File: config.mk
export PLATFORM = sky130hd
export DESIGN_NAME = epoch_to_calendar_date
export DESIGN_NICKNAME = d
export VERILOG_FILES = /design/src/hdl/ecd_pkg.sv /design/src/hdl/epoch_to_calendar_date.sv /design/src/hdl/ecd_ucode_rom.sv /design/src/hdl/ecd_sequencer.sv /design/src/hdl/ecd_datapath.sv
export SDC_FILE = /design/constraint.sdc
export NUM_CORES = 1
export LEC_CHECK = 0
export CAP_MARGIN = 0
export CELL_PAD_IN_SITES_DETAIL_PLACEMENT = 0
export CELL_PAD_IN_SITES_GLOBAL_PLACEMENT = 1
export CORE_MARGIN = 2
export CORE_UTILIZATION = 45
export CTS_CLUSTER_SIZE = 40
export DETAILED_ROUTE_END_ITERATION = 10
export DONT_BUFFER_PORTS = 1
export PLACE_DENSITY_LB_ADDON = 0.1
export SLEW_MARGIN = 0
export SYNTH_ARGS = -nofsm -noshare
export SYNTH_HDL_FRONTEND = slang
export SYNTH_SLANG_ARGS = --single-unit
export TNS_END_PERCENT = 20
File: constraint.sdc
create_clock -name clk -period 5.99 [get_ports clk]
set_clock_uncertainty 0.2 [all_clocks]
set_input_delay 0.8985 -clock clk [delete_from_list [all_inputs] [get_ports clk]]
set_output_delay 0.8985 -clock clk [all_outputs]
set_load 0.005 [all_outputs]
File: src/hdl/ecd_pkg.sv
`timescale 1ns / 1ps
// ----------------------------------------------------------------------------
// ecd_pkg
// Shared widths, constants, microcode types and month lengths.
// ----------------------------------------------------------------------------
package ecd_pkg;

    localparam int EPOCH_W     = 32;
    localparam int TZ_W        = 17;
    localparam int YEAR_W      = 12;
    localparam int MONTH_W     = 4;
    localparam int DAY_W       = 5;
    localparam int HOUR_W      = 5;
    localparam int MIN_W       = 6;
    localparam int SEC_W       = 6;
    localparam int OUT_TDATA_W = 40;
    localparam int UPC_W       = 4;
    localparam int INC_W       = 4;

    localparam logic signed [TZ_W-1:0] TZ_RESET = 17'sd19800;

    localparam logic [YEAR_W-1:0]  BASE_YEAR   = 12'd1970;
    localparam logic [1:0]         BASE_MOD4   = 2'd2;
    localparam logic [6:0]         BASE_MOD100 = 7'd70;
    localparam logic [8:0]         BASE_MOD400 = 9'd370;
    localparam logic [6:0]         LAST_MOD100 = 7'd99;
    localparam logic [8:0]         LAST_MOD400 = 9'd399;
    localparam logic [MONTH_W-1:0] FIRST_MONTH = 4'd1;
    localparam logic [MONTH_W-1:0] LAST_MONTH  = 4'd12;
    localparam logic [DAY_W-1:0]   FIRST_DAY   = 5'd1;

    localparam logic [EPOCH_W-1:0] SECS_PER_MIN     = 32'd60;
    localparam logic [EPOCH_W-1:0] SECS_PER_10MIN   = 32'd600;
    localparam logic [EPOCH_W-1:0] SECS_PER_HOUR    = 32'd3600;
    localparam logic [EPOCH_W-1:0] SECS_PER_10HOUR  = 32'd36000;
    localparam logic [EPOCH_W-1:0] SECS_PER_DAY     = 32'd86400;
    localparam logic [EPOCH_W-1:0] SECS_PER_10DAY   = 32'd864000;
    localparam logic [EPOCH_W-1:0] SECS_MONTH_28    = 32'd2419200;
    localparam logic [EPOCH_W-1:0] SECS_MONTH_29    = 32'd2505600;
    localparam logic [EPOCH_W-1:0] SECS_MONTH_30    = 32'd2592000;
    localparam logic [EPOCH_W-1:0] SECS_MONTH_31    = 32'd2678400;
    localparam logic [EPOCH_W-1:0] SECS_LEAP_YEAR   = 32'd31622400;
    localparam logic [EPOCH_W-1:0] SECS_COMMON_YEAR = 32'd31536000;

    // microprogram step addresses
    localparam logic [UPC_W-1:0] UPC_WAIT   = 4'd0;
    localparam logic [UPC_W-1:0] UPC_YEAR   = 4'd1;
    localparam logic [UPC_W-1:0] UPC_MONTH  = 4'd2;
    localparam logic [UPC_W-1:0] UPC_DAY10  = 4'd3;
    localparam logic [UPC_W-1:0] UPC_DAY1   = 4'd4;
    localparam logic [UPC_W-1:0] UPC_HOUR10 = 4'd5;
    localparam logic [UPC_W-1:0] UPC_HOUR1  = 4'd6;
    localparam logic [UPC_W-1:0] UPC_MIN10  = 4'd7;
    localparam logic [UPC_W-1:0] UPC_MIN1   = 4'd8;
    localparam logic [UPC_W-1:0] UPC_EMIT   = 4'd9;

    typedef enum logic [1:0] {
        OP_WAIT,
        OP_LOOP,
        OP_EMIT
    } uop_t;

    typedef enum logic [2:0] {
        K_YEAR,
        K_MONTH,
        K_DAY10,
        K_DAY1,
        K_HOUR10,
        K_HOUR1,
        K_MIN10,
        K_MIN1
    } ksel_t;

    typedef enum logic [2:0] {
        D_YEAR,
        D_MONTH,
        D_DAY,
        D_HOUR,
        D_MINUTE
    } dst_t;

    typedef struct packed {
        uop_t             op;
        ksel_t            ksel;
        dst_t             dst;
        logic [INC_W-1:0] inc;
        logic [UPC_W-1:0] target;
    } uctl_t;

    typedef struct packed {
        logic in_valid;
        logic cond;
        logic out_free;
    } seq_status_t;

    function automatic logic [EPOCH_W-1:0] month_secs(
        input logic [MONTH_W-1:0] month,
        input logic               leap
    );
        logic [EPOCH_W-1:0] secs;
        begin
            unique case (month)
                4'd2:                      secs = leap ? SECS_MONTH_29 : SECS_MONTH_28;
                4'd4, 4'd6, 4'd9, 4'd11:   secs = SECS_MONTH_30;
                default:                   secs = SECS_MONTH_31;
            endcase
            return secs;
        end
    endfunction

endpackage

File: src/hdl/epoch_to_calendar_date.sv
`timescale 1ns / 1ps
// ----------------------------------------------------------------------------
// epoch_to_calendar_date
// Converts a 32-bit second count since 1970 plus a zone offset to a local date.
// ----------------------------------------------------------------------------
// Each transaction on the input stream is a UTC second count; tz_offset (set
// through cfg_wr_en/cfg_wr_data, reset 19800) is added modulo 2^32 and one
// result transaction carries the local year, month, day, hour, minute and
// second. One item is converted at a time by a short microprogram that walks
// years, months, tens and units of days, hours and minutes through a single
// compare/subtract unit on the remainder register, from acceptance to the
// result register; the year walk dominates. The next item is taken as soon
// as the result is in the output register.
// ----------------------------------------------------------------------------
module epoch_to_calendar_date (
    input  logic                                   clk,
    input  logic                                   rst_n,
    input  logic                                   cfg_wr_en,
    input  logic signed [ecd_pkg::TZ_W-1:0]        cfg_wr_data,
    input  logic                                   s_axis_tvalid,
    output logic                                   s_axis_tready,
    // [31:0] epoch_seconds
    input  logic [ecd_pkg::EPOCH_W-1:0]            s_axis_tdata,
    output logic                                   m_axis_tvalid,
    input  logic                                   m_axis_tready,
    // [11:0] year, [15:12] month, [20:16] day_of_month, [25:21] hour,
    // [31:26] minute, [37:32] second, [39:38] zero
    output logic [ecd_pkg::OUT_TDATA_W-1:0]        m_axis_tdata
);
    import ecd_pkg::*;

    localparam int PAD_W = OUT_TDATA_W - (YEAR_W + MONTH_W + DAY_W + HOUR_W + MIN_W + SEC_W);

    logic signed [TZ_W-1:0]   tz_offset_reg;
    logic                     m_tvalid_reg;
    logic [OUT_TDATA_W-1:0]   m_tdata_reg;

    seq_status_t              status;
    uctl_t                    uctl;
    logic                     in_ready;
    logic                     emit;
    logic                     cond;
    logic                     load;
    logic [YEAR_W-1:0]        year;
    logic [MONTH_W-1:0]       month;
    logic [DAY_W-1:0]         day_of_month;
    logic [HOUR_W-1:0]        hour;
    logic [MIN_W-1:0]         minute;
    logic [SEC_W-1:0]         second;

    assign load            = s_axis_tvalid && in_ready;
    assign status.in_valid = s_axis_tvalid;
    assign status.cond     = cond;
    assign status.out_free = !m_tvalid_reg || m_axis_tready;

    ecd_sequencer u_seq (
        .clk      (clk),
        .rst_n    (rst_n),
        .status   (status),
        .uctl     (uctl),
        .in_ready (in_ready),
        .emit     (emit)
    );

    ecd_datapath u_dp (
        .clk           (clk),
        .uctl          (uctl),
        .load          (load),
        .epoch_seconds (s_axis_tdata),
        .tz_offset     (tz_offset_reg),
        .cond          (cond),
        .year          (year),
        .month         (month),
        .day_of_month  (day_of_month),
        .hour          (hour),
        .minute        (minute),
        .second        (second)
    );

    always_ff @(posedge clk or negedge rst_n)
    begin
        if (!rst_n)
            tz_offset_reg <= TZ_RESET;
        else if (cfg_wr_en)
            tz_offset_reg <= cfg_wr_data;
    end

    always_ff @(posedge clk or negedge rst_n)
    begin
        if (!rst_n)
            m_tvalid_reg <= 1'b0;
        else if (emit)
            m_tvalid_reg <= 1'b1;
        else if (m_axis_tready)
            m_tvalid_reg <= 1'b0;
    end

    always_ff @(posedge clk)
    begin
        if (emit)
            m_tdata_reg <= {{PAD_W{1'b0}}, second, minute, hour, day_of_month, month, year};
    end

    assign s_axis_tready = in_ready;
    assign m_axis_tvalid = m_tvalid_reg;
    assign m_axis_tdata  = m_tdata_reg;

endmodule

File: src/hdl/ecd_ucode_rom.sv
`timescale 1ns / 1ps
// ----------------------------------------------------------------------------
// ecd_ucode_rom
// Control store: one control word per microprogram step.
// ----------------------------------------------------------------------------
module ecd_ucode_rom (
    input  logic [ecd_pkg::UPC_W-1:0] upc,
    output ecd_pkg::uctl_t            uctl
);
    import ecd_pkg::*;

    // LOOP steps repeat while the subtract is taken, then fall through
    always_comb
    begin
        unique case (upc)
            UPC_WAIT:   uctl = '{op: OP_WAIT, ksel: K_YEAR,   dst: D_YEAR,   inc: 4'd0,
                                 target: UPC_YEAR};
            UPC_YEAR:   uctl = '{op: OP_LOOP, ksel: K_YEAR,   dst: D_YEAR,   inc: 4'd1,
                                 target: UPC_YEAR};
            UPC_MONTH:  uctl = '{op: OP_LOOP, ksel: K_MONTH,  dst: D_MONTH,  inc: 4'd1,
                                 target: UPC_MONTH};
            UPC_DAY10:  uctl = '{op: OP_LOOP, ksel: K_DAY10,  dst: D_DAY,    inc: 4'd10,
                                 target: UPC_DAY10};
            UPC_DAY1:   uctl = '{op: OP_LOOP, ksel: K_DAY1,   dst: D_DAY,    inc: 4'd1,
                                 target: UPC_DAY1};
            UPC_HOUR10: uctl = '{op: OP_LOOP, ksel: K_HOUR10, dst: D_HOUR,   inc: 4'd10,
                                 target: UPC_HOUR10};
            UPC_HOUR1:  uctl = '{op: OP_LOOP, ksel: K_HOUR1,  dst: D_HOUR,   inc: 4'd1,
                                 target: UPC_HOUR1};
            UPC_MIN10:  uctl = '{op: OP_LOOP, ksel: K_MIN10,  dst: D_MINUTE, inc: 4'd10,
                                 target: UPC_MIN10};
            UPC_MIN1:   uctl = '{op: OP_LOOP, ksel: K_MIN1,   dst: D_MINUTE, inc: 4'd1,
                                 target: UPC_MIN1};
            UPC_EMIT:   uctl = '{op: OP_EMIT, ksel: K_YEAR,   dst: D_YEAR,   inc: 4'd0,
                                 target: UPC_WAIT};
            default:    uctl = '{op: OP_EMIT, ksel: K_YEAR,   dst: D_YEAR,   inc: 4'd0,
                                 target: UPC_WAIT};
        endcase
    end

endmodule

File: src/hdl/ecd_sequencer.sv
`timescale 1ns / 1ps
// ----------------------------------------------------------------------------
// ecd_sequencer
// Step counter with conditional jumps, driven by the control store.
// ----------------------------------------------------------------------------
module ecd_sequencer (
    input  logic                 clk,
    input  logic                 rst_n,
    input  ecd_pkg::seq_status_t status,
    output ecd_pkg::uctl_t       uctl,
    output logic                 in_ready,
    output logic                 emit
);
    import ecd_pkg::*;

    logic [UPC_W-1:0] upc_reg;
    logic [UPC_W-1:0] upc_next;
    logic             taken;

    ecd_ucode_rom u_rom (
        .upc  (upc_reg),
        .uctl (uctl)
    );

    always_comb
    begin
        unique case (uctl.op)
            OP_WAIT: taken = status.in_valid;
            OP_LOOP: taken = status.cond;
            OP_EMIT: taken = status.out_free;
            default: taken = 1'b1;
        endcase

        // taken jumps to target; an exhausted loop falls through, others hold
        if (taken)
            upc_next = uctl.target;
        else if (uctl.op == OP_LOOP)
            upc_next = upc_reg + UPC_W'(1);
        else
            upc_next = upc_reg;

        in_ready = (uctl.op == OP_WAIT);
        emit     = (uctl.op == OP_EMIT) && status.out_free;
    end

    always_ff @(posedge clk or negedge rst_n)
    begin
        if (!rst_n)
            upc_reg <= UPC_WAIT;
        else
            upc_reg <= upc_next;
    end

endmodule

File: src/hdl/ecd_datapath.sv
`timescale 1ns / 1ps
// ----------------------------------------------------------------------------
// ecd_datapath
// Remainder register with one compare/subtract unit and the date counters.
// ----------------------------------------------------------------------------
module ecd_datapath (
    input  logic                             clk,
    input  ecd_pkg::uctl_t                   uctl,
    input  logic                             load,
    input  logic [ecd_pkg::EPOCH_W-1:0]      epoch_seconds,
    input  logic signed [ecd_pkg::TZ_W-1:0]  tz_offset,
    output logic                             cond,
    output logic [ecd_pkg::YEAR_W-1:0]       year,
    output logic [ecd_pkg::MONTH_W-1:0]      month,
    output logic [ecd_pkg::DAY_W-1:0]        day_of_month,
    output logic [ecd_pkg::HOUR_W-1:0]       hour,
    output logic [ecd_pkg::MIN_W-1:0]        minute,
    output logic [ecd_pkg::SEC_W-1:0]        second
);
    import ecd_pkg::*;

    logic [EPOCH_W-1:0] rem_reg;
    logic [YEAR_W-1:0]  year_reg;
    logic [1:0]         mod4_reg;
    logic [6:0]         mod100_reg;
    logic [8:0]         mod400_reg;
    logic [MONTH_W-1:0] month_reg;
    logic [DAY_W-1:0]   day_reg;
    logic [HOUR_W-1:0]  hour_reg;
    logic [MIN_W-1:0]   minute_reg;

    logic               leap;
    logic [EPOCH_W-1:0] kval;
    logic               step;

    // year residues stand in for the 4/100/400 divisibility tests
    assign leap = ((mod4_reg == 2'd0) && (mod100_reg != 7'd0)) || (mod400_reg == 9'd0);

    always_comb
    begin
        unique case (uctl.ksel)
            K_YEAR:   kval = leap ? SECS_LEAP_YEAR : SECS_COMMON_YEAR;
            K_MONTH:  kval = month_secs(month_reg, leap);
            K_DAY10:  kval = SECS_PER_10DAY;
            K_DAY1:   kval = SECS_PER_DAY;
            K_HOUR10: kval = SECS_PER_10HOUR;
            K_HOUR1:  kval = SECS_PER_HOUR;
            K_MIN10:  kval = SECS_PER_10MIN;
            K_MIN1:   kval = SECS_PER_MIN;
            default:  kval = SECS_PER_MIN;
        endcase
        // the month walk never goes past December
        cond = (rem_reg >= kval) && ((uctl.ksel != K_MONTH) || (month_reg != LAST_MONTH));
        step = (uctl.op == OP_LOOP) && cond;
    end

    always_ff @(posedge clk)
    begin
        if (load)
        begin
            rem_reg    <= epoch_seconds
                          + {{(EPOCH_W-TZ_W){tz_offset[TZ_W-1]}}, tz_offset};
            year_reg   <= BASE_YEAR;
            mod4_reg   <= BASE_MOD4;
            mod100_reg <= BASE_MOD100;
            mod400_reg <= BASE_MOD400;
            month_reg  <= FIRST_MONTH;
            day_reg    <= FIRST_DAY;
            hour_reg   <= '0;
            minute_reg <= '0;
        end
        else if (step)
        begin
            rem_reg <= rem_reg - kval;
            unique case (uctl.dst)
                D_YEAR:
                begin
                    year_reg   <= year_reg + YEAR_W'(1);
                    mod4_reg   <= mod4_reg + 2'd1;
                    mod100_reg <= (mod100_reg == LAST_MOD100) ? 7'd0 : mod100_reg + 7'd1;
                    mod400_reg <= (mod400_reg == LAST_MOD400) ? 9'd0 : mod400_reg + 9'd1;
                end
                D_MONTH:  month_reg  <= month_reg + MONTH_W'(uctl.inc);
                D_DAY:    day_reg    <= day_reg + DAY_W'(uctl.inc);
                D_HOUR:   hour_reg   <= hour_reg + HOUR_W'(uctl.inc);
                D_MINUTE: minute_reg <= minute_reg + MIN_W'(uctl.inc);
                default:  minute_reg <= minute_reg;
            endcase
        end
    end

    assign year         = year_reg;
    assign month        = month_reg;
    assign day_of_month = day_reg;
    assign hour         = hour_reg;
    assign minute       = minute_reg;
    // after the minute walk only seconds remain
    assign second       = rem_reg[SEC_W-1:0];

endmodule

==> results_dict.tcl, run 1 <==
set metrics [dict create \
    outcome "finished clean" \
    clkSinkCount 142 \
    largest_register_ffs 38 \
    ys_warn_count 0 \
    finalCritPeriodShare_pct 91.3 \
    gp_congestion 0.860 \
    wl_met2_um 9100 \
    synth_top_family_by_area "compound AO/OA/AOI/OAI gates" \
    multiInputGateArea_sq_um 5330 \
    clockRootBuffer "clkbuf_16" \
    vias_per_cell 5.61 \
    coreArea_sq_um 20200 \
    grtUsageTotal_pct 19.0 \
    nets 1129 \
    syn_avg_cell_area_sq_um 9.42 \
    maxSlewHeadroom_pct 42.4 \
    area_delta_synth_final_pct 10.1 \
    htree_levels 4 \
    critical_path_class "register to register" \
    power_density_nw_per_um2 229 \
    drive_gt1_share_pct 9.34 \
    r2r-start "u_seq.upc_reg[0]" \
    antenna_left 0 \
    cp-end-kind "register" \
    final_cells 1276 \
    io_pins 96 \
    ys.flop_type "edfxtp_1" \
    grt_max_degree 58 \
    die_h_um 148 \
    power_frac_comb_pct 10.6 \
    post-route-util_pct 50.5 \
    antenna_cells 0 \
    synthSimpleGateAreaFrac_pct 16.2 \
    crit_fanout 30 \
    min_period_ns 5.47 \
    synthXorXnorAreaFrac_pct 5.47 \
    dr.first_iter.drc_count 439 \
    place_hpwl_um 14700 \
    ff2ff_setup_slack_ns 0.52 \
    cp.required_ns 5.92 \
    syn_inst 986 \
    rsz0062_at_grt "no" \
    report.final.slew_viol_count 0 \
    hp-class "input pin to async pin" \
    muxShareOfSynthArea_pct 3.68 \
    grt_pass1_wl_um 33700 \
    internal-power_mw 1.70 \
    async_reset_ff_share_pct 15.5 \
    row_count 52 \
    start_util_pct 45.9 \
    power.switching_mw 0.644 \
    synth_edf_count 70 \
    numPortBuffers 0 \
    setup_tns_ns 0 \
    netlist_area_sq_um 9290 \
    wl_um 20100 \
    firstDrtPassIters 5 \
    p_sw_share_pct 27.5 \
    insertion_delay_ns 0.43 \
    reg2regPathDepth 18 \
    clock_path_buffers 2 \
    dpl_worst_slack_ns 0.369 \
    tritoncts "built" \
    grt_pass1_vias 6739 \
    peakVddDrop_uv 195 \
    postCtsSetupBuffers 0 \
    start_kind "register" \
    setup_viol 0 \
    clkPwrFrac_pct 45.2 \
    grt-ovfl-total 0 \
    hold_viol 0 \
    cp.arrival_ns 5.40 \
    p_leak_nw 4.14 \
    synth_adder_area_share_pct 11.5 \
    route.met3.wl_um 700 \
    cap_violations 0 \
    setup_ws_ns 0.521 \
    die-area_sq_um 21800 \
    placed_cells 1243 \
    drcViolationCount 0 \
    num_vias 7162 \
    ys_ff_latch 142 \
    synthDistinctLibCells 76 \
    timing.rr.end "u_dp.rem_reg[30]" \
    fmax_mhz 183 \
    wl_met1_um 9990 \
    clk_pin_slew_worst_paths_ns 0.07 \
    num-fill-cells 1870 \
    seq_area_sq_um 3660 \
    antenna_found_initial 0 \
    highest_layer "met4" \
    cts_buffers 17 \
    ys_seq_area_share_pct 39.4 \
    worst_pin_slew_ns 0.861 \
    fp.dieW_um 148 \
    synth_compound_area_share_pct 20.2 \
    wl_per_cell_um 15.7 \
    pwr-share-seq_pct 44.2 \
]
[synthesized netlist by cell type (16+ instances only)]
cell      number  area (sq um)
xnor2_1       33           289
o211ai_1      16           120
nor2_1        60           225
o21ai_0       59           295
nor3_1        19          95.1
mux2_2        17           191
a21oi_1       78           390
o31ai_1       21           158
ha_1          76           951
dfxtp_1       50          1000
edfxtp_1      70          2100
xor2_1        25           219
inv_1         50           188
a21o_1        20           150
nand3_1       44           220
nand2_1       93           349
[cell families after synthesis]
logic type               Yosys count
adder cells (fa/ha/maj)           82
AO/OA/AOI/OAI                    284
buffers and inverters             78
flip-flops                       142
other                              1
AND/OR/NAND/NOR                  309
XOR/XNOR                          58
multiplexers                      32
[stage by stage]
step,power (mW),hold WS [ns],instance area (sq um)
2_1_floorplan,1.26,0.217,9290
3_3_place_gp,1.30,0.239,9620
3_5_place_dp,1.30,0.240,9620
4_1_cts,2.37,0.0876,10200
5_1_grt,2.45,0.0815,10200
6_report,2.34,0.104,10200
[worst max-delay path by stage]
stage	cells after the start	start	slack, ns	to
after floorplan	20	u_seq.upc_reg[0]	0.93	u_dp.rem_reg[10]
after global placement	19	u_seq.upc_reg[0]	0.45	u_dp.rem_reg[30]
after detailed placement	19	u_seq.upc_reg[0]	0.37	u_dp.rem_reg[30]
after CTS	19	u_seq.upc_reg[0]	0.32	u_dp.rem_reg[23]
after global routing	19	u_seq.upc_reg[0]	0.12	u_dp.rem_reg[30]
final	18	u_seq.upc_reg[0]	0.52	u_dp.rem_reg[30]
[power groups by stage]
stage          clock network (mW)  logic (mW)  registers (mW)
2_1_floorplan                   0       0.204            1.05
3_3_place_gp                    0       0.245            1.06
3_5_place_dp                    0       0.245            1.06
4_1_cts                      1.09       0.250            1.04
5_1_grt                      1.13       0.283            1.04
6_report                     1.06       0.248            1.04
[timing repair]
item	in CTS	in global routing
endpoints found under the setup margin	0	32
gates resized for setup	0	2
hold buffers	1	0
endpoints found under the hold margin	15	0
[final cells by class]
cell class,count,share of cell area [%]
tap,270,3.30
sequential,142,35.8
inverter,50,1.84
clock inverter,15,1.63
timing repair buffer,15,1.13
clock buffer,17,4.16
multi-input combinational,767,52.1
[routing by layer]
layer / up-vias / GRT usage, %
li1: 3697 / -
met1: 3303 / 26.2
met2: 141 / 30.7
met3: 21 / 3.55
met4: 0 / 5.43
met5: - / 0
[cell usage in the layout, fill, tap and decap left out, types with 21 or more instances in the layout]
cell type,instances
nor2_1,60
xnor2_1,33
ha_1,76
nand3_1,44
inv_1,49
o31ai_1,21
edfxtp_1,70
xor2_1,25
a21oi_1,77
dfxtp_1,50
o21ai_0,59
nand2_1,92
[critical path, cell delays in order, from the launching register on]
cell and delay, ns:
dfrtp_1 0.43, inv_1 0.14, ha_1 0.29, nand2b_1 0.17, or2_1 0.24, nand2_1 0.20, or3_1 0.49, a21oi_1 0.20
a31o_2 0.15, o21a_1 0.13, ha_1 0.28, and3_1 0.22, a221o_1 0.37, a41o_1 0.29, a211oi_2 0.28, o21bai_2 0.17
o21ai_2 0.27, a21oi_2 0.17, or2_4 0.44
Note: power is estimated with default switching activity, not from simulation.
==> run 2, diff against run 1 <==
--- a/config.mk
+++ b/config.mk
@@ -5,6 +5,7 @@
 export SDC_FILE = /design/constraint.sdc
 export NUM_CORES = 1
 export LEC_CHECK = 0
+export ABC_AREA = 1
 export CAP_MARGIN = 0
 export CELL_PAD_IN_SITES_DETAIL_PLACEMENT = 0
 export CELL_PAD_IN_SITES_GLOBAL_PLACEMENT = 1
==> run 2 against run 1 <==
Compared with the run above:
- global-route usage increased by 4.4 points
- sequential power about the same
- core utilization decreased by 1.0 points
- die area increased by 11%
- synthesized area increased by 12%
- non-clock buffer count decreased by 11
- combinational power increased by 18%
- final cell count increased by 32%
- synthesized cell count increased by 41%
- power increased by 3.2%
==> results_dict.tcl, run 2 <==
set metrics [dict create \
    largest_register_ffs 38 \
    die-area_sq_um 24300 \
    syn_inst 1390 \
    fp.dieW_um 156 \
    numPortBuffers 0 \
    start_util_pct 45.9 \
    yosys-top-cells-area "edfxtp_1 (20%), nand2_1 (12%), dfxtp_1 (9.6%)" \
    drive_gt1_share_pct 7.28 \
    netlist_area_sq_um 10400 \
    antenna_left 0 \
    grt_pass1_vias 8688 \
    clockRootBuffer "clkbuf_16" \
    cap_violations 0 \
    grt-ovfl-total 0 \
    wl_um 27800 \
    synth_edf_count 70 \
    mostFrequentLayoutCell "nand2_1" \
    postCtsSetupBuffers 0 \
    vias_per_cell 5.43 \
    critical_path_class "register to register" \
    min_period_ns 4.69 \
    hold_viol 0 \
    drcViolationCount 0 \
    cp-end-kind "register" \
    synth_area_leader_cell "edfxtp_1" \
    hold_buffers 1 \
    ys_top_cells_by_count "nand2_1 (339), inv_1 (144), nor2_1 (136)" \
    gp_congestion 0.896 \
    start_kind "register" \
    peakVddDrop_uv 180 \
    synth.most_common_cell "nand2_1" \
    row_count 55 \
    outcome "finished clean" \
    cts_buffers 17 \
    firstDrtPassIters 7 \
    async_reset_ff_share_pct 15.5 \
    report.final.slew_viol_count 0 \
    yosysTopAreaCellShare_pct 20.2 \
    p_leak_nw 5.60 \
    ys_warn_count 0 \
    dr.first_iter.drc_count 555 \
    final_cells 1686 \
    tritoncts "built" \
    wl_met2_um 12200 \
    clkSinkCount 142 \
    ys_seq_area_share_pct 35.3 \
    wl_met1_um 13800 \
    crit_fanout 37 \
    ys_ff_latch 142 \
    worst_pin_slew_ns 1.14 \
    placed_cells 1653 \
    antenna_cells 0 \
    cp.required_ns 6.09 \
    place_hpwl_um 21300 \
    antenna_found_initial 0 \
    final_cell_mix "nand2_1 (338), inv_1 (144), nor2_1 (135)" \
    route.met3.wl_um 1370 \
    io_pins 96 \
    area_delta_synth_final_pct 7.93 \
    p_total_mw 2.42 \
    maxSlewHeadroom_pct 23.6 \
    cp.arrival_ns 4.79 \
    setup_viol 0 \
    grt_max_degree 59 \
    highest_layer "met4" \
    grtUsageTotal_pct 23.4 \
    insertion_delay_ns 0.43 \
    setup_tns_ns 0 \
    power_density_nw_per_um2 216 \
    nets 1524 \
    grt_pass1_wl_um 44800 \
    hp-class "input pin to async pin" \
    ys.flop_type "edfxtp_1" \
    wl_per_cell_um 16.5 \
    fmax_mhz 213 \
    coreArea_sq_um 22600 \
    htree_levels 4 \
    die_h_um 156 \
    syn_avg_cell_area_sq_um 7.47 \
    synthDistinctLibCells 50 \
    clock_path_buffers 2 \
    num_vias 9152 \
    rsz0062_at_grt "no" \
    clk_pin_slew_worst_paths_ns 0.08 \
    finalCritPeriodShare_pct 78.2 \
    cts_resized 0 \
]
## run 2: cell count changes after synthesis, sizes merged, moves of 14 or more
cell / previous run / this run
inv: 50 / 154
a21oi: 79 / 110
o21ai: 65 / 79
or3: 14 / 0
o31ai: 21 / 4
nor2: 60 / 138
xnor2: 33 / 19
nand4: 6 / 27
nand3: 44 / 131
mux2i: 15 / 0
nand2: 93 / 347
## run 2: power breakdown
part           switching (mW)  internal (mW)
registers              0.0105           1.03
logic                   0.187          0.106
clock network           0.490          0.597
## run 2: critical path, cell delays in order, from the launching register on
cell and delay [ns]:
dfrtp_1 0.44, inv_1 0.13, ha_1 0.34, inv_1 0.05, nand2_1 0.08, nand3_2 0.11
nand2_4 0.13, nand2_1 0.10, nor2_1 0.27, inv_1 0.18, nor2_1 0.27, nor3_1 0.10
ha_1 0.35, nand2_1 0.10, nor2_1 0.16, nand2_1 0.10, nand3_2 0.10, nand2_1 0.07
nand3_1 0.10, nand2_1 0.06, nand2_2 0.09, nand2_4 0.09, inv_6 0.25, nand2_8 0.24
inv_4 0.25, nand2_1 0.07, nand2_1 0.06, nor2_1 0.03
## run 2: worst paths after layout
path | to | slack, ns | startpoint | cells past startpoint
setup / recovery | u_dp.year[0] | 1.30 | u_seq.upc_reg[0] | 27
hold / removal | tz_offset_reg[8] | 0.11 | rst_n | 0
setup reg to reg | u_dp.year[0] | 1.30 | u_seq.upc_reg[0] | 27
hold reg to reg | m_axis_tdata[34] | 0.26 | u_dp.rem_reg[2] | 0
max in group asynchronous | tz_offset_reg[16] | 4.21 | rst_n | 1
min in group clk | m_axis_tdata[34] | 0.26 | u_dp.rem_reg[2] | 0
## run 2: kinds of logic (layout without fill, tap and decap cells)
logic type | Yosys count | after routing | share of synthesized area, %
adders and majority gates | 82 | 82 | 10.3
DFF | 142 | 142 | 35.3
xor gates and xnor gates | 42 | 42 | 3.54
AOI/OAI and AO/OA | 240 | 240 | 13.0
and+or+nand+nor | 686 | 686 | 28.6
muxes | 17 | 17 | 1.84
buffers and inverters | 180 | 190 | 7.35
other | 1 | 2 | 0.0361
## run 2: metrics by stage
step	hold WS [ns]	instance area (sq um)	utilization [%]	setup slack, ns
after global placement	0.238	10600	46.8	1.48
after detailed placement	0.241	10600	46.8	1.35
after floorplan	0.226	10400	-	1.93
after CTS	0.0923	11200	49.5	1.34
final	0.111	11200	49.5	1.30
after global routing	0.0850	11200	49.5	0.794
## run 2: per-layer routing
| layer | GRT usage, % | vias up |
|---|---|---|
| li1 | - | 4692 |
| met1 | 33.3 | 4219 |
| met2 | 36.6 | 218 |
| met3 | 4.25 | 23 |
| met4 | 6.16 | 0 |
| met5 | 0 | - |
## run 2: layout make-up
class,instances,area (sq um)
clock buffers,17,425
clock inverters,15,168
fillers,2268,11400
inverters,154,591
multi-input cells,1069,5970
flip-flops and latches,142,3660
well taps,285,357
repair buffers,4,32.5
==> run 3, diff against run 2 <==
--- a/config.mk
+++ b/config.mk
@@ -10,7 +10,7 @@
 export CELL_PAD_IN_SITES_DETAIL_PLACEMENT = 0
 export CELL_PAD_IN_SITES_GLOBAL_PLACEMENT = 1
 export CORE_MARGIN = 2
-export CORE_UTILIZATION = 45
+export CORE_UTILIZATION = 43
 export CTS_CLUSTER_SIZE = 40
 export DETAILED_ROUTE_END_ITERATION = 10
 export DONT_BUFFER_PORTS = 1
==> constraint.sdc (replaced) <==
create_clock -name clk -period 4.2 [get_ports clk]
set_clock_uncertainty 0.2 [all_clocks]
set_input_delay 0.63 -clock clk [delete_from_list [all_inputs] [get_ports clk]]
set_output_delay 0.63 -clock clk [all_outputs]
set_load 0.005 [all_outputs]
==> run 3 against run 2 <==
Compared with the run above:
- first-iteration DRC count is 16% higher
- routed wire length is 2.9% higher
- power is 41% higher
- maximum frequency is 20% higher
- die area is 4.5% higher
- final area is 2.6% higher
- critical path depth is 5 lower
- register-to-register slack worse by 1.0 ns
- combinational power is 44% higher
- highest routed layer is now met5
==> results_dict.tcl, run 3 (synthesis results as in run 2) <==
set metrics [dict create \
    cts_buffers 17 \
    wl_um 28600 \
    firstDrtPassIters 5 \
    io_pins 96 \
    cp-end-kind "register" \
    outcome "finished clean" \
    place_hpwl_um 21800 \
    coreArea_sq_um 23600 \
    tritoncts "built" \
    hp-class "input pin to register" \
    hold_ws_ns 0.105 \
    wl_per_cell_um 16.4 \
    final_cells 1742 \
    final_cell_mix "nand2_1 (331), inv_1 (143), nor2_1 (130)" \
    p_leak_nw 5.70 \
    wl_met2_um 11900 \
    crit_fanout 13 \
    cp.arrival_ns 4.03 \
    insertion_delay_ns 0.44 \
    grt_pass1_vias 8641 \
    num_vias 9227 \
    nets 1546 \
    post-route-util_pct 48.7 \
    route.met3.wl_um 1680 \
    highest_layer "met5" \
    peakVddDrop_uv 220 \
    start_kind "register" \
    report.final.slew_viol_count 0 \
    antenna_found_initial 1 \
    row_count 56 \
    drive_gt1_share_pct 9.98 \
    setup_viol 0 \
    hold_viol 0 \
    mostFrequentLayoutCell "nand2_1" \
    vias_per_cell 5.30 \
    area_delta_synth_final_pct 10.7 \
    cp.required_ns 4.32 \
    cap_violations 0 \
    grt-ovfl-total 0 \
    power_density_nw_per_um2 295 \
    drcViolationCount 0 \
    placed_cells 1706 \
    critical_path_class "register to register" \
    dr.first_iter.drc_count 643 \
    maxSlewHeadroom_pct 31.1 \
    min_period_ns 3.91 \
    grt_max_degree 59 \
    p_total_mw 3.40 \
    grtUsageTotal_pct 22.4 \
    die_h_um 159 \
    worst_pin_slew_ns 1.03 \
    largest_register_ffs 38 \
    clockRootBuffer "clkbuf_16" \
    clk_pin_slew_worst_paths_ns 0.07 \
    die-area_sq_um 25400 \
    htree_levels 4 \
    clock_path_buffers 2 \
    numPortBuffers 0 \
    fp.dieW_um 159 \
    antenna_left 0 \
    gp_congestion 0.921 \
    wl_met1_um 14600 \
    fmax_mhz 256 \
    start_util_pct 44.0 \
    finalCritPeriodShare_pct 93.1 \
    clkSinkCount 142 \
    grt_pass1_wl_um 45600 \
    antenna_cells 0 \
]
-- run 3: path summary, 6_finish.rpt --
path                       depth (start not counted)                from          endpoint  slack, ns
max                                               22  u_dp.mod100_reg[0]      u_dp.year[0]       0.29
min                                                1       m_axis_tready     m_axis_tvalid       0.11
max reg2reg                                       22  u_dp.mod100_reg[0]      u_dp.year[0]       0.29
min reg2reg                                        0      u_dp.minute[4]  m_axis_tdata[30]       0.27
max in group asynchronous                          1               rst_n  u_seq.upc_reg[1]       2.47
min in group asynchronous                          1               rst_n  u_seq.upc_reg[3]       0.62
-- run 3: per-layer routing --
metal	GRT usage [%]	vias to the layer above
li1	-	4763
met1	33.8	4176
met2	32.7	254
met3	4.35	32
met4	5.87	2
met5	0	-
-- run 3: per-stage QoR --
stage	TNS (ns)	setup WS (ns)	instance area, sq um
CTS	0	0.0447	11400
finish	0	0.290	11500
detailed placement	0	0.0623	10800
global route	-0.0485	-0.0237	11500
global placement	0	0.0953	10800
floorplan	0	0.135	10400
-- run 3: area by class of cell --
| class | count | area, sq um |
|---|---|---|
| clock buffer | 17 | 425 |
| clock inverter | 15 | 143 |
| fill | 2374 | 12100 |
| inverter | 154 | 596 |
| multi-input combinational | 1070 | 6040 |
| sequential | 142 | 3660 |
| tap | 319 | 399 |
| timing repair buffer | 25 | 225 |
-- run 3: power breakdown --
part	internal, mW	switching, mW
clock network	0.787	0.710
logic	0.151	0.270
registers	1.46	0.0146
-- run 3: repair_timing --
action,CTS,global route
hold buffers,1,0
buffers inserted,0,2
endpoints found under the hold margin,22,0
setup endpoints to repair,0,98
gates resized for setup,0,30
-- run 3: critical path: stages, from the launching register on --
cell	delay, ns
dfxtp_1	0.33
inv_1	0.09
ha_1	0.16
nand3_1	0.08
o41ai_1	0.28
nand2_1	0.29
o21ai_0	0.25
o21ai_1	0.14
nor3_1	0.22
ha_1	0.32
a21oi_1	0.30
nand3_2	0.16
nand2_1	0.12
nand3_1	0.08
nand2_1	0.07
nand2_2	0.06
nand2_4	0.11
inv_6	0.07
nand2_8	0.14
buf_6	0.15
nand2_1	0.05
nand2_1	0.06
nor2_1	0.03
